[config.mk]
export PLATFORM = sky130hd
export DESIGN_NAME = time_of_day_clock_with_alarms_top_flat
export DESIGN_NICKNAME = d
export VERILOG_FILES = /design/src/design/todc_pkg.sv /design/src/design/todc_if.sv /design/src/design/todc_step.sv /design/src/design/time_of_day_clock_with_alarms_top.sv /design/src/flat_wrapper.sv
export VERILOG_INCLUDE_DIRS = /design/src /design/src/design
export SDC_FILE = /design/constraint.sdc
export NUM_CORES = 1
export LEC_CHECK = 0
export ABC_CLOCK_PERIOD_IN_PS = 14700
export BUFFER_PORTS_ARGS = -buffer_cell sky130_fd_sc_hd__buf_2
export CORE_UTILIZATION = 50
export DETAILED_ROUTE_END_ITERATION = 8
export HOLD_SLACK_MARGIN = 0.05
export PLACE_DENSITY_LB_ADDON = 0.12
export SETUP_SLACK_MARGIN = 0.15
export SLEW_MARGIN = 30
export SYNTH_ARGS = -nofsm -noshare
export SYNTH_HDL_FRONTEND = slang
export SYNTH_SLANG_ARGS = --single-unit
export TNS_END_PERCENT = 100
[constraint.sdc]
create_clock -name clk -period 14.7 [get_ports clk]
set_input_delay 1.47 -clock clk [delete_from_list [all_inputs] [get_ports clk]]
set_output_delay 1.47 -clock clk [all_outputs]
set_load 0.1 [all_outputs]
[src/design/time_of_day_clock_with_alarms_top_assert.svh]
// Assertion macros for the time-of-day clock
`ifndef TIME_OF_DAY_CLOCK_WITH_ALARMS_TOP_ASSERT_SVH
`define TIME_OF_DAY_CLOCK_WITH_ALARMS_TOP_ASSERT_SVH

`ifndef NO_ASSERTIONS
`define TODC_ASSERT_SAME(name, ante, cons) \
    name: assert property (@(posedge clk) disable iff (!rst_n) (ante) |-> (cons)) \
        else $error("todc assertion failed");
`define TODC_ASSERT_NEXT(name, ante, cons) \
    name: assert property (@(posedge clk) disable iff (!rst_n) (ante) |=> (cons)) \
        else $error("todc assertion failed");
`else
`define TODC_ASSERT_SAME(name, ante, cons)
`define TODC_ASSERT_NEXT(name, ante, cons)
`endif

`endif

[src/design/todc_pkg.sv]
// Shared types, codes and helpers for the time-of-day clock
package todc_pkg;

    localparam int ACT_W      = 2;
    localparam int HOUR_W     = 5;
    localparam int MIN_W      = 6;
    localparam int SEC_W      = 6;
    localparam int SOD_W      = 17;
    localparam int CFG_IDX_W  = 2;
    localparam int CFG_DATA_W = 17;

    localparam logic [ACT_W-1:0] ACT_TICK   = 2'd0;
    localparam logic [ACT_W-1:0] ACT_SNOOZE = 2'd1;
    localparam logic [ACT_W-1:0] ACT_SET    = 2'd2;

    localparam logic [CFG_IDX_W-1:0] REG_ALARM1_TIME = 2'd0;
    localparam logic [CFG_IDX_W-1:0] REG_ALARM1_ON   = 2'd1;
    localparam logic [CFG_IDX_W-1:0] REG_ALARM2_TIME = 2'd2;
    localparam logic [CFG_IDX_W-1:0] REG_ALARM2_ON   = 2'd3;

    localparam logic [HOUR_W-1:0] MAX_HOUR = 5'd23;
    localparam logic [MIN_W-1:0]  MAX_MIN  = 6'd59;
    localparam logic [SEC_W-1:0]  MAX_SEC  = 6'd59;

    typedef struct packed {
        logic [HOUR_W-1:0] hour;
        logic [MIN_W-1:0]  minute;
        logic [SEC_W-1:0]  second;
    } hms_t;

    typedef struct packed {
        logic [ACT_W-1:0]  action;
        logic [HOUR_W-1:0] hour_in;
        logic [MIN_W-1:0]  minute_in;
        logic [SEC_W-1:0]  second_in;
        logic              on_main_screen;
    } item_t;

    typedef struct packed {
        logic [SOD_W-1:0] alarm1_time;
        logic             alarm1_on;
        logic [SOD_W-1:0] alarm2_time;
        logic             alarm2_on;
    } alarm_cfg_t;

    typedef struct packed {
        hms_t             now;
        logic [SOD_W-1:0] snooze_time;
        logic             snooze_armed;
    } clock_state_t;

    typedef struct packed {
        logic refresh;
        logic alarm_fired;
    } step_flags_t;

    function automatic logic [SOD_W-1:0] sec_of_day(
        input logic [HOUR_W-1:0] h,
        input logic [MIN_W-1:0]  m,
        input logic [SEC_W-1:0]  s
    );
        logic [SOD_W-1:0] sum;
        begin
            sum = SOD_W'(h) * SOD_W'(3600) + SOD_W'(m) * SOD_W'(60) + SOD_W'(s);
            return sum;
        end
    endfunction

endpackage

[src/design/todc_if.sv]
// Item and result channel interfaces for the time-of-day clock
interface todc_item_if;
    logic                           valid;
    logic                           ready;
    logic [todc_pkg::ACT_W-1:0]     action;
    logic [todc_pkg::HOUR_W-1:0]    hour_in;
    logic [todc_pkg::MIN_W-1:0]     minute_in;
    logic [todc_pkg::SEC_W-1:0]     second_in;
    logic                           on_main_screen;

    modport source (
        output valid, action, hour_in, minute_in, second_in, on_main_screen,
        input  ready
    );
    modport sink (
        input  valid, action, hour_in, minute_in, second_in, on_main_screen,
        output ready
    );
endinterface

interface todc_result_if;
    logic                           valid;
    logic                           ready;
    logic [todc_pkg::HOUR_W-1:0]    hour_out;
    logic [todc_pkg::MIN_W-1:0]     minute_out;
    logic [todc_pkg::SEC_W-1:0]     second_out;
    logic                           refresh;
    logic                           alarm_fired;

    modport source (
        output valid, hour_out, minute_out, second_out, refresh, alarm_fired,
        input  ready
    );
    modport sink (
        input  valid, hour_out, minute_out, second_out, refresh, alarm_fired,
        output ready
    );
endinterface

[src/design/todc_step.sv]
// Next-state and result logic for one clock item
module todc_step #(
    parameter int TICKS_PER_SECOND = 5
) (
    input  todc_pkg::item_t        item_in,
    input  todc_pkg::alarm_cfg_t   cfg,
    input  todc_pkg::clock_state_t cur,
    input  logic [((TICKS_PER_SECOND > 1) ? $clog2(TICKS_PER_SECOND) : 1)-1:0] tick_cur,
    output todc_pkg::clock_state_t nxt,
    output logic [((TICKS_PER_SECOND > 1) ? $clog2(TICKS_PER_SECOND) : 1)-1:0] tick_nxt,
    output todc_pkg::step_flags_t  flags
);

    localparam int TICK_W = (TICKS_PER_SECOND > 1) ? $clog2(TICKS_PER_SECOND) : 1;
    localparam logic [TICK_W-1:0] TICK_LAST = TICK_W'(TICKS_PER_SECOND - 1);

    todc_pkg::hms_t                 adv;
    logic                           sec_wrap;
    logic [todc_pkg::SOD_W-1:0]     adv_sod;
    logic                           alarm_hit;
    logic                           snooze_hit;

    // advance the time by one second
    always_comb
    begin
        adv      = cur.now;
        sec_wrap = (cur.now.second == todc_pkg::MAX_SEC);
        if (sec_wrap)
        begin
            adv.second = '0;
            if (cur.now.minute == todc_pkg::MAX_MIN)
            begin
                adv.minute = '0;
                adv.hour   = (cur.now.hour == todc_pkg::MAX_HOUR) ? '0 : cur.now.hour + 1'b1;
            end
            else
            begin
                adv.minute = cur.now.minute + 1'b1;
            end
        end
        else
        begin
            adv.second = cur.now.second + 1'b1;
        end
    end

    assign adv_sod    = todc_pkg::sec_of_day(adv.hour, adv.minute, adv.second);
    assign alarm_hit  = (cfg.alarm1_on && adv_sod == cfg.alarm1_time)
                     || (cfg.alarm2_on && adv_sod == cfg.alarm2_time);
    assign snooze_hit = cur.snooze_armed && adv_sod == cur.snooze_time;

    always_comb
    begin
        nxt               = cur;
        tick_nxt          = tick_cur;
        flags.refresh     = 1'b0;
        flags.alarm_fired = 1'b0;
        unique case (item_in.action)
            todc_pkg::ACT_TICK:
            begin
                if (tick_cur == TICK_LAST)
                begin
                    tick_nxt          = '0;
                    nxt.now           = adv;
                    flags.alarm_fired = alarm_hit || snooze_hit;
                    flags.refresh     = item_in.on_main_screen || sec_wrap
                                     || alarm_hit || snooze_hit;
                    if (snooze_hit)
                    begin
                        nxt.snooze_armed = 1'b0;
                    end
                end
                else
                begin
                    tick_nxt = tick_cur + 1'b1;
                end
            end
            todc_pkg::ACT_SNOOZE:
            begin
                nxt.snooze_time  = todc_pkg::sec_of_day(item_in.hour_in, item_in.minute_in,
                                                        item_in.second_in);
                nxt.snooze_armed = 1'b1;
            end
            todc_pkg::ACT_SET:
            begin
                nxt.now.hour   = (item_in.hour_in > todc_pkg::MAX_HOUR)
                               ? todc_pkg::MAX_HOUR : item_in.hour_in;
                nxt.now.minute = (item_in.minute_in > todc_pkg::MAX_MIN)
                               ? todc_pkg::MAX_MIN : item_in.minute_in;
                nxt.now.second = (item_in.second_in > todc_pkg::MAX_SEC)
                               ? todc_pkg::MAX_SEC : item_in.second_in;
                tick_nxt       = '0;
            end
            default:
            begin
            end
        endcase
    end

endmodule

[src/design/time_of_day_clock_with_alarms_top.sv]
// Top level of the time-of-day clock with two alarms and a snooze
//
//  channel   dir   payload                                             transfer
//  item      in    action, hour_in, minute_in, second_in, on_main_scr  valid & ready
//  result    out   hour_out, minute_out, second_out, refresh, alarm_f  valid & ready
//  cfg       in    cfg_we, cfg_index, cfg_data                         cfg_we
//
// One item per cycle while the result is taken; after the item transfer the item passes
// through the item register, then the step logic into the result register.
// The time and snooze registers update in the same cycle the result register loads.
// A stalled result holds the item register; while the result waits, a new item is
// taken only into an empty item register, so at most two items are held.
// Reset clears time, prescaler, snooze and alarm registers to zero.
`include "time_of_day_clock_with_alarms_top_assert.svh"

module time_of_day_clock_with_alarms_top #(
    parameter int TICKS_PER_SECOND = 5
) (
    input  logic                               clk,
    input  logic                               rst_n,
    todc_item_if.sink                          item,
    todc_result_if.source                      result,
    input  logic                               cfg_we,
    input  logic [todc_pkg::CFG_IDX_W-1:0]     cfg_index,
    input  logic [todc_pkg::CFG_DATA_W-1:0]    cfg_data
);

    localparam int TICK_W = (TICKS_PER_SECOND > 1) ? $clog2(TICKS_PER_SECOND) : 1;
    localparam logic [TICK_W-1:0] TICK_LAST = TICK_W'(TICKS_PER_SECOND - 1);

    todc_pkg::item_t        item_reg;
    logic                   item_vld_reg;
    todc_pkg::clock_state_t state_reg;
    todc_pkg::clock_state_t state_next;
    logic [TICK_W-1:0]      tick_reg;
    logic [TICK_W-1:0]      tick_next;
    todc_pkg::alarm_cfg_t   cfg_reg;
    todc_pkg::step_flags_t  flags;
    todc_pkg::hms_t         res_time_reg;
    todc_pkg::step_flags_t  res_flags_reg;
    logic                   res_vld_reg;
    logic                   step_go;
    logic                   item_take;
    logic                   time_legal;

    assign step_go    = item_vld_reg && (!res_vld_reg || result.ready);
    assign item.ready = !item_vld_reg || step_go;
    assign item_take  = item.valid && item.ready;

    todc_step #(
        .TICKS_PER_SECOND (TICKS_PER_SECOND)
    ) u_step (
        .item_in  (item_reg),
        .cfg      (cfg_reg),
        .cur      (state_reg),
        .tick_cur (tick_reg),
        .nxt      (state_next),
        .tick_nxt (tick_next),
        .flags    (flags)
    );

    // hold the incoming item
    always_ff @(posedge clk)
    begin
        if (item_take)
        begin
            item_reg.action         <= item.action;
            item_reg.hour_in        <= item.hour_in;
            item_reg.minute_in      <= item.minute_in;
            item_reg.second_in      <= item.second_in;
            item_reg.on_main_screen <= item.on_main_screen;
        end
    end

    always_ff @(posedge clk or negedge rst_n)
    begin
        if (!rst_n)
        begin
            item_vld_reg <= 1'b0;
        end
        else if (item.ready)
        begin
            item_vld_reg <= item.valid;
        end
    end

    // advance clock state
    always_ff @(posedge clk or negedge rst_n)
    begin
        if (!rst_n)
        begin
            state_reg <= '0;
            tick_reg  <= '0;
        end
        else if (step_go)
        begin
            state_reg <= state_next;
            tick_reg  <= tick_next;
        end
    end

    always_ff @(posedge clk or negedge rst_n)
    begin
        if (!rst_n)
        begin
            res_vld_reg <= 1'b0;
        end
        else if (step_go)
        begin
            res_vld_reg <= 1'b1;
        end
        else if (result.ready)
        begin
            res_vld_reg <= 1'b0;
        end
    end

    always_ff @(posedge clk)
    begin
        if (step_go)
        begin
            res_time_reg  <= state_next.now;
            res_flags_reg <= flags;
        end
    end

    // register writes
    always_ff @(posedge clk or negedge rst_n)
    begin
        if (!rst_n)
        begin
            cfg_reg <= '0;
        end
        else if (cfg_we)
        begin
            unique case (cfg_index)
                todc_pkg::REG_ALARM1_TIME: cfg_reg.alarm1_time <= cfg_data;
                todc_pkg::REG_ALARM1_ON:   cfg_reg.alarm1_on   <= cfg_data[0];
                todc_pkg::REG_ALARM2_TIME: cfg_reg.alarm2_time <= cfg_data;
                todc_pkg::REG_ALARM2_ON:   cfg_reg.alarm2_on   <= cfg_data[0];
                default:
                begin
                end
            endcase
        end
    end

    assign result.valid       = res_vld_reg;
    assign result.hour_out    = res_time_reg.hour;
    assign result.minute_out  = res_time_reg.minute;
    assign result.second_out  = res_time_reg.second;
    assign result.refresh     = res_flags_reg.refresh;
    assign result.alarm_fired = res_flags_reg.alarm_fired;

    assign time_legal = state_reg.now.hour <= todc_pkg::MAX_HOUR
                     && state_reg.now.minute <= todc_pkg::MAX_MIN
                     && state_reg.now.second <= todc_pkg::MAX_SEC;

    `TODC_ASSERT_SAME(a_time_range, 1'b1, time_legal)
    `TODC_ASSERT_SAME(a_tick_range, 1'b1, tick_reg <= TICK_LAST)
    `TODC_ASSERT_SAME(a_fire_refresh, res_vld_reg && res_flags_reg.alarm_fired, res_flags_reg.refresh)
    `TODC_ASSERT_NEXT(a_item_held, item_vld_reg && !step_go, item_vld_reg && $stable(item_reg))

endmodule
[src/flat_wrapper.sv]
// flat-port wrapper written by rule: the top's interface ports become plain ports
module time_of_day_clock_with_alarms_top_flat 
#(
    parameter int TICKS_PER_SECOND = 5
)
  (clk, rst_n, cfg_we, cfg_index, cfg_data, item_valid, item_action, item_hour_in, item_minute_in, item_second_in, item_on_main_screen, item_ready, result_valid, result_hour_out, result_minute_out, result_second_out, result_refresh, result_alarm_fired, result_ready);
  todc_item_if item_i ();
  todc_result_if result_i ();
  input  logic clk;
  input  logic rst_n;
  input  logic cfg_we;
  input  logic [todc_pkg::CFG_IDX_W-1:0] cfg_index;
  input  logic [todc_pkg::CFG_DATA_W-1:0] cfg_data;
  input wire logic [$bits(item_i.valid)-1:0] item_valid;
  input wire logic [$bits(item_i.action)-1:0] item_action;
  input wire logic [$bits(item_i.hour_in)-1:0] item_hour_in;
  input wire logic [$bits(item_i.minute_in)-1:0] item_minute_in;
  input wire logic [$bits(item_i.second_in)-1:0] item_second_in;
  input wire logic [$bits(item_i.on_main_screen)-1:0] item_on_main_screen;
  output wire logic [$bits(item_i.ready)-1:0] item_ready;
  output wire logic [$bits(result_i.valid)-1:0] result_valid;
  output wire logic [$bits(result_i.hour_out)-1:0] result_hour_out;
  output wire logic [$bits(result_i.minute_out)-1:0] result_minute_out;
  output wire logic [$bits(result_i.second_out)-1:0] result_second_out;
  output wire logic [$bits(result_i.refresh)-1:0] result_refresh;
  output wire logic [$bits(result_i.alarm_fired)-1:0] result_alarm_fired;
  input wire logic [$bits(result_i.ready)-1:0] result_ready;
  assign item_i.valid = item_valid;
  assign item_i.action = item_action;
  assign item_i.hour_in = item_hour_in;
  assign item_i.minute_in = item_minute_in;
  assign item_i.second_in = item_second_in;
  assign item_i.on_main_screen = item_on_main_screen;
  assign item_ready = item_i.ready;
  assign result_valid = result_i.valid;
  assign result_hour_out = result_i.hour_out;
  assign result_minute_out = result_i.minute_out;
  assign result_second_out = result_i.second_out;
  assign result_refresh = result_i.refresh;
  assign result_alarm_fired = result_i.alarm_fired;
  assign result_i.ready = result_ready;
  time_of_day_clock_with_alarms_top #(.TICKS_PER_SECOND(TICKS_PER_SECOND)) u_core (.clk(clk), .rst_n(rst_n), .item(item_i), .result(result_i), .cfg_we(cfg_we), .cfg_index(cfg_index), .cfg_data(cfg_data));
endmodule
# Word-level counts from Yosys, hierarchy flattened
# Index checks and enable logic that the tools add are counted.
totals:
  ff_bits: 115
  latchBits: 0
  mem_bits_rw: 0
  romBits: 0
  inputBits: 44
  out_inout_bits: 21
  memories: 0
op_classes:
  n_addsub: 8
  multipliers: 4
  div_mod_pow: 0
  magnitude_cmp: 3
  eq_ne: 14
  n_shift: 0
  muxes: 17
  bitwise_logic: 0
  reduce_logical: 27
ops:
  columns: ["operator", "n"]
  rows:
  - ["== test 17 bit", 3]
  - ["adder 17 x 12 -> 17 bit", 2]
  - ["adder 17 x 6 -> 17 bit", 2]
  - ["case mux 17 bit (2 select lines)", 1]
  - ["multiplier 5 x 8 -> 13 bit, second input constant", 2]
  - ["2-to-1 mux 6 bit", 4]
  - ["multiplier 6 x 4 -> 10 bit, second input constant", 2]
  - ["2-to-1 mux 17 bit", 1]
  - ["2-to-1 mux 5 bit", 3]
  - ["AND reduction 2 bit", 7]
  - ["adder 6 x 1 -> 6 bit, second input constant", 2]
  - ["== test 6 bit, second input constant", 2]
  - ["greater-than comparator 6 bit, second input constant", 2]
  - ["2-to-1 mux 11 bit", 1]
  - ["logical OR 1 bit", 7]
  - ["== test 2 bit, second input constant", 3]
  - ["case mux 3 bit (2 select lines)", 1]
  - ["nonzero test 2 bit", 3]
  - ["adder 5 x 1 -> 5 bit, second input constant", 1]
  - ["== test 5 bit, second input constant", 1]
  - ["greater-than comparator 5 bit, second input constant", 1]
  - ["logical AND 1 bit", 5]
  - ["== test 2 x 1 -> 1 bit, second input constant", 2]
  - ["logical NOT 2 bit", 2]
  - ["other kinds (8)", 13]

# Logic depth before layout (Yosys ltp)
depth:
  ltp_word: 12
  depth_mapped: 31
  mapped_depth_nobuf: 28

# Cells and area by module
# From an unflattened synthesis, not the netlist that was laid out.
hier_totals:
  cells_unflattened: 1015
  area_unflattened_um2: 10023.4
modules_own_cells:
  columns: ["module", "instances", "cells_each", "area_per_inst_um2", "seq_area_each_um2"]
  rows:
  - ["todc_step", 1, 808, 5984.5, 0.0]
  - ["time_of_day_clock_with_alarms_top", 1, 207, 4038.9, 3072.9]

# Worst setup path after synthesis
# No wires, ideal clock.
synth_path:
  path_kind: "reg-to-reg"
  startpoint: "register u_core.state_reg[19] in the netlist's numbering"
  endpoint: "register u_core.res_flags_reg, in the netlist u_core.result.refresh, data pin"
  arrival_ns: 6.959
  required_ns: 14.516
  setup_slack_ns: 7.557
  path_stages_with_launch: 31
  path_buffers: 2
  period_less_slack_ns: 7.143
  path_cell_list: "dfrtp_1 > ha_1 > nand2_1 > nor3_2 > nand3_1 > or3_1 > clkbuf_1 > nand2_1 > inv_1 > fa_1 > fa_1 > inv_1 > fa_1 > inv_1 > a21oi_1 > o21bai_1 > a21o_1 > a21oi_1 > xnor2_1 > ha_1 > ha_1 > clkbuf_8 > a21oi_1 > o22ai_1 > nor4_2 > nor4_1 > xnor2_1 > or2b_2 > a2111o_1 > and3_4 > a2111oi_4"
synth_between:
  elab_chain_cells: 10
  word_cells_on_any_way: 18
  cone_classes: "add/sub: 3; mul: 2; eq/ne: 4; mux: 2; reduce/logical: 7"
synth_lines:
  columns: ["item", "line_no", "rtl"]
  rows:
  - ["start: declaration", "time_of_day_clock_with_alarms_top.sv:33", "todc_pkg::clock_state_t state_reg;"]
  - ["start signal: assignment", "time_of_day_clock_with_alarms_top.sv:97", "state_reg <= state_next;"]
  - ["== test 6 bit", "todc_step.sv:27", "sec_wrap = (cur.now.second == todc_pkg::MAX_SEC);"]
  - ["2-to-1 mux 11 bit", "todc_step.sv:28", "if (sec_wrap)"]
  - ["multiplier 5 x 8 -> 13 bit or multiplier 6 x 4 -> 10 bit (tied branches)", "todc_pkg.sv:64", "sum = SOD_W'(h) * SOD_W'(3600) + SOD_W'(m) * SOD_W'(60) + SOD_W'(s);"]
  - ["adder 17 x 12 -> 17 bit", "todc_pkg.sv:64", null]
  - ["adder 17 x 6 -> 17 bit", "todc_pkg.sv:64", null]
  - ["== test 17 bit (on tied branches)", "todc_step.sv:48, todc_step.sv:49", null]
  - ["logical AND 1 bit (on tied branches)", "todc_step.sv:48, todc_step.sv:49", null]
  - ["logical OR 1 bit", "todc_step.sv:49", "|| (cfg.alarm2_on && adv_sod == cfg.alarm2_time);"]
  - ["logical OR 1 bit", "todc_step.sv:67", "|| alarm_hit || snooze_hit;"]
  - ["logical OR 1 bit *", "todc_step.sv:67", null]
  - ["end signal: assignment", "time_of_day_clock_with_alarms_top.sv:123", "res_flags_reg <= flags;"]
  - ["end: declaration", "time_of_day_clock_with_alarms_top.sv:40", "todc_pkg::step_flags_t res_flags_reg;"]
# Mark *: on every way between the ends. The rest lies on a longest branch, timed or not.
# A chain may end at the register's enable or synchronous reset.

# Final worst setup path
layout_path:
  startpoint: "register u_core.state_reg[18] in the netlist's numbering"
  endpoint: "register u_core.res_flags_reg, in the netlist u_core.result.refresh, data pin"
# The elaborated chain is that of the path after synthesis.

==> impl_metrics.toml <==
[clock_network]
clkSlewWorstSetupHoldPaths_ns = 0.07
cts.htree.levels = 4
postCtsSetupRepairBufs = 0
cts_buffers = 17
cts_resized = 0
cts_sinks = 115
clockRootBuffer = "clkbuf_16"
insertion_delay_ns = 0.43
cts_tree = "yes"
cts_max_path_buffers = 2
ctsHoldBuffers = 0

[sta]
setup_tns_ns = 0
maxSlewHeadroom_pct = 41.1
finClkSkew_ns = 0.0160
slew_violations = 0
min_period_ns = 8.22
setup_viol = 0
max_freq_ghz = 0.122
worst_slew_pin_slew_ns = 0.861
final_hold_viol_count = 0
rsz0062_at_grt = "no"
finalCritPeriodShare_pct = 55.9

[worst_setup_path]
r2r_end = "u_core.result.refresh"
worst-endpoint-arrival_ns = 8.47
endpoint_kind = "flip-flop"
rr_startpoint = "u_core.state_reg[18]"
path_max_fanout = 19
cp-start-kind = "flip-flop"
worst-r2r-cell-count = 26
critical_path_class = "reg -> reg"
crit_required_ns = 14.94
r2r_setup_slack_ns = 6.48

[synthesis]
synth_seq_area_share_pct = 32.8
synthFlopType = "dfrtp_1"
synth_cells = 892
synthArstFlopShare_pct = 66.1
synth_nets = 1072
synth_edf_count = 39
ys_ff_latch = 115
syn_avg_cell_area_um2 = 10.5
netlist_area_mm2 = 0.00936
yosys_warnings = 0
yosys.cell_types.count = 84

[run]
maxCapViolCount = 0

[placement]
io_buffers = 64
globalplace.congestion = 0.935
dp_hpwl_um = 15800

[status]
status = "finished, violations left"
violations = "DRC"

[floorplanning]
core-area_mm2 = 0.0181
dieArea_mm2 = 0.0193
die_y_um = 139
rows = 49
io_pins = 65
initial_utilization_pct = 51.6
fp.dieW_um = 139

[cells_and_area]
largest_register_ffs = 36
final_common_cell = "ha_1"
area_growth_pct = 11.2
multi_input_area_mm2 = 0.00576
final_cell_mix = "106 x ha_1, 85 x inv_1, 76 x dfrtp_1"
fillers = 1629
seqCellArea_mm2 = 0.00307
drive_gt1_share_pct = 19.2
diodes = 0
nNetsFinal = 1132

[worst_hold_path]
whs_endpoint = "u_core.result.valid"
holdPathStages = 1
hp-start = "u_core.item_vld_reg"
hold_class = "reg -> reg"

[routing]
totalWireLength_um = 20300
drtIter0Drc = 399
drc_errors = 7
viasPerCell = 5.60
ant_nets = 0
drt-wirelength-per-cell_um = 17.0
firstDrtPassIters = 7
vias = 6692

[global_routing]
gr-usage-all-layers_pct = 22.5
overflow = 0
grt_pass1_wl_um = 33500
antenna_found_initial = 0
grt_pass1_vias = 6521
grt_max_degree = 77
## kinds of logic (layout without fill, tap and decap cells)
logic type                 after synthesis  count (layout)  share of synthesized area, %
AOI/OAI and AO/OA                      182             182                          13.2
buffers and inverters                  117             190                          5.67
DFF                                    115             115                          32.8
xor gates and xnor gates                94              94                          10.1
adders and majority gates              136             136                          20.6
and+or+nand+nor                        181             181                          9.60
muxes                                   67              67                          7.94
## worst max path at each step
stage                       endpoint            startpoint  depth (start not counted)
6_report       u_core.result.refresh  u_core.state_reg[18]                         26
4_1_cts        u_core.result.refresh  u_core.state_reg[18]                         26
3_5_place_dp   u_core.result.refresh  u_core.state_reg[18]                         26
2_1_floorplan  u_core.result.refresh  u_core.state_reg[19]                         30
3_3_place_gp   u_core.result.refresh  u_core.state_reg[18]                         26
5_1_grt        u_core.result.refresh  u_core.state_reg[18]                         28
## area by class of cell
cell class | instances | area share (%)
multi-input cells | 660 | 55.4
inverters | 85 | 3.07
repair buffers | 73 | 3.86
clock inverters | 10 | 1.05
flip-flops and latches | 115 | 29.5
well taps | 229 | 2.75
clock buffers | 22 | 4.36
## per-stage QoR
step / utilization (%) / area, um2 / hold WS, ns / worst slack, ns / std cells
3_3_place_gp: 54.1 / 9820 / 0.485 / 6.49 / 1161
5_1_grt: 57.3 / 10400 / 0.513 / 5.88 / 1194
2_1_floorplan: - / 9360 / 0.457 / 7.56 / 892
6_report: 57.3 / 10400 / 0.492 / 6.48 / 1194
3_5_place_dp: 54.1 / 9820 / 0.484 / 6.31 / 1161
4_1_cts: 57.2 / 10400 / 0.496 / 6.29 / 1193
## critical path, cell delays in order, from the launching register on
cell,delay [ns]
dfrtp_1,0.53
ha_1,0.27
nand2_1,0.12
nor3_4,0.59
nand3_1,0.22
or3_1,0.50
nand2_1,0.22
inv_1,0.11
fa_1,0.53
fa_1,0.55
inv_1,0.07
fa_1,0.46
inv_1,0.07
a21oi_1,0.06
o21bai_1,0.20
xor2_1,0.18
ha_1,0.25
ha_1,0.70
nand4_1,0.19
a211oi_2,0.33
nor4_2,0.11
nor4_1,0.30
xnor2_1,0.25
or2b_2,0.33
a2111o_1,0.42
and3_4,0.20
a2111oi_4,0.27
## layer usage
metal | vias to the layer above | global-route usage, % | share of wire [%]
met5 | - | 0 | 0
met4 | 0 | 6.26 | 1.3
met3 | 22 | 5.11 | 5.1
met2 | 155 | 35.6 | 47
met1 | 3240 | 30.9 | 47
li1 | 3275 | - | -
## cell usage after synthesis (4+ instances only)
cell type	instances	area share (%)
ha_1	106	14
inv_1	85	3.4
dfrtp_1	76	20
mux2_2	58	7.0
nand2_1	55	2.2
xnor2_1	54	5.1
a21oi_1	52	2.8
nor2_1	41	1.6
edfxtp_1	39	13
o21ai_0	39	2.1
fa_1	30	6.4
xor2_1	30	2.8
nand3_1	18	0.96
clkbuf_1	14	0.56
o21bai_1	14	1.1
a21o_1	13	1.0
nor3_1	10	0.53
mux2i_1	9	0.96
nand2b_1	9	0.60
nand4_1	7	0.47
nor4_1	7	0.47
o31ai_1	7	0.56
nand3b_1	5	0.40
o2111ai_1	5	0.47
a211oi_1	4	0.32
buf_2	4	0.21
buf_6	4	0.48
clkbuf_8	4	0.59
o211ai_1	4	0.32
or2_2	4	0.27
or3_1	4	0.27
xnor3_1	4	0.96
Power is left out: the tool's default activity adds up to more than one toggle a clock period on the data nets, which glitch-free logic cannot reach.
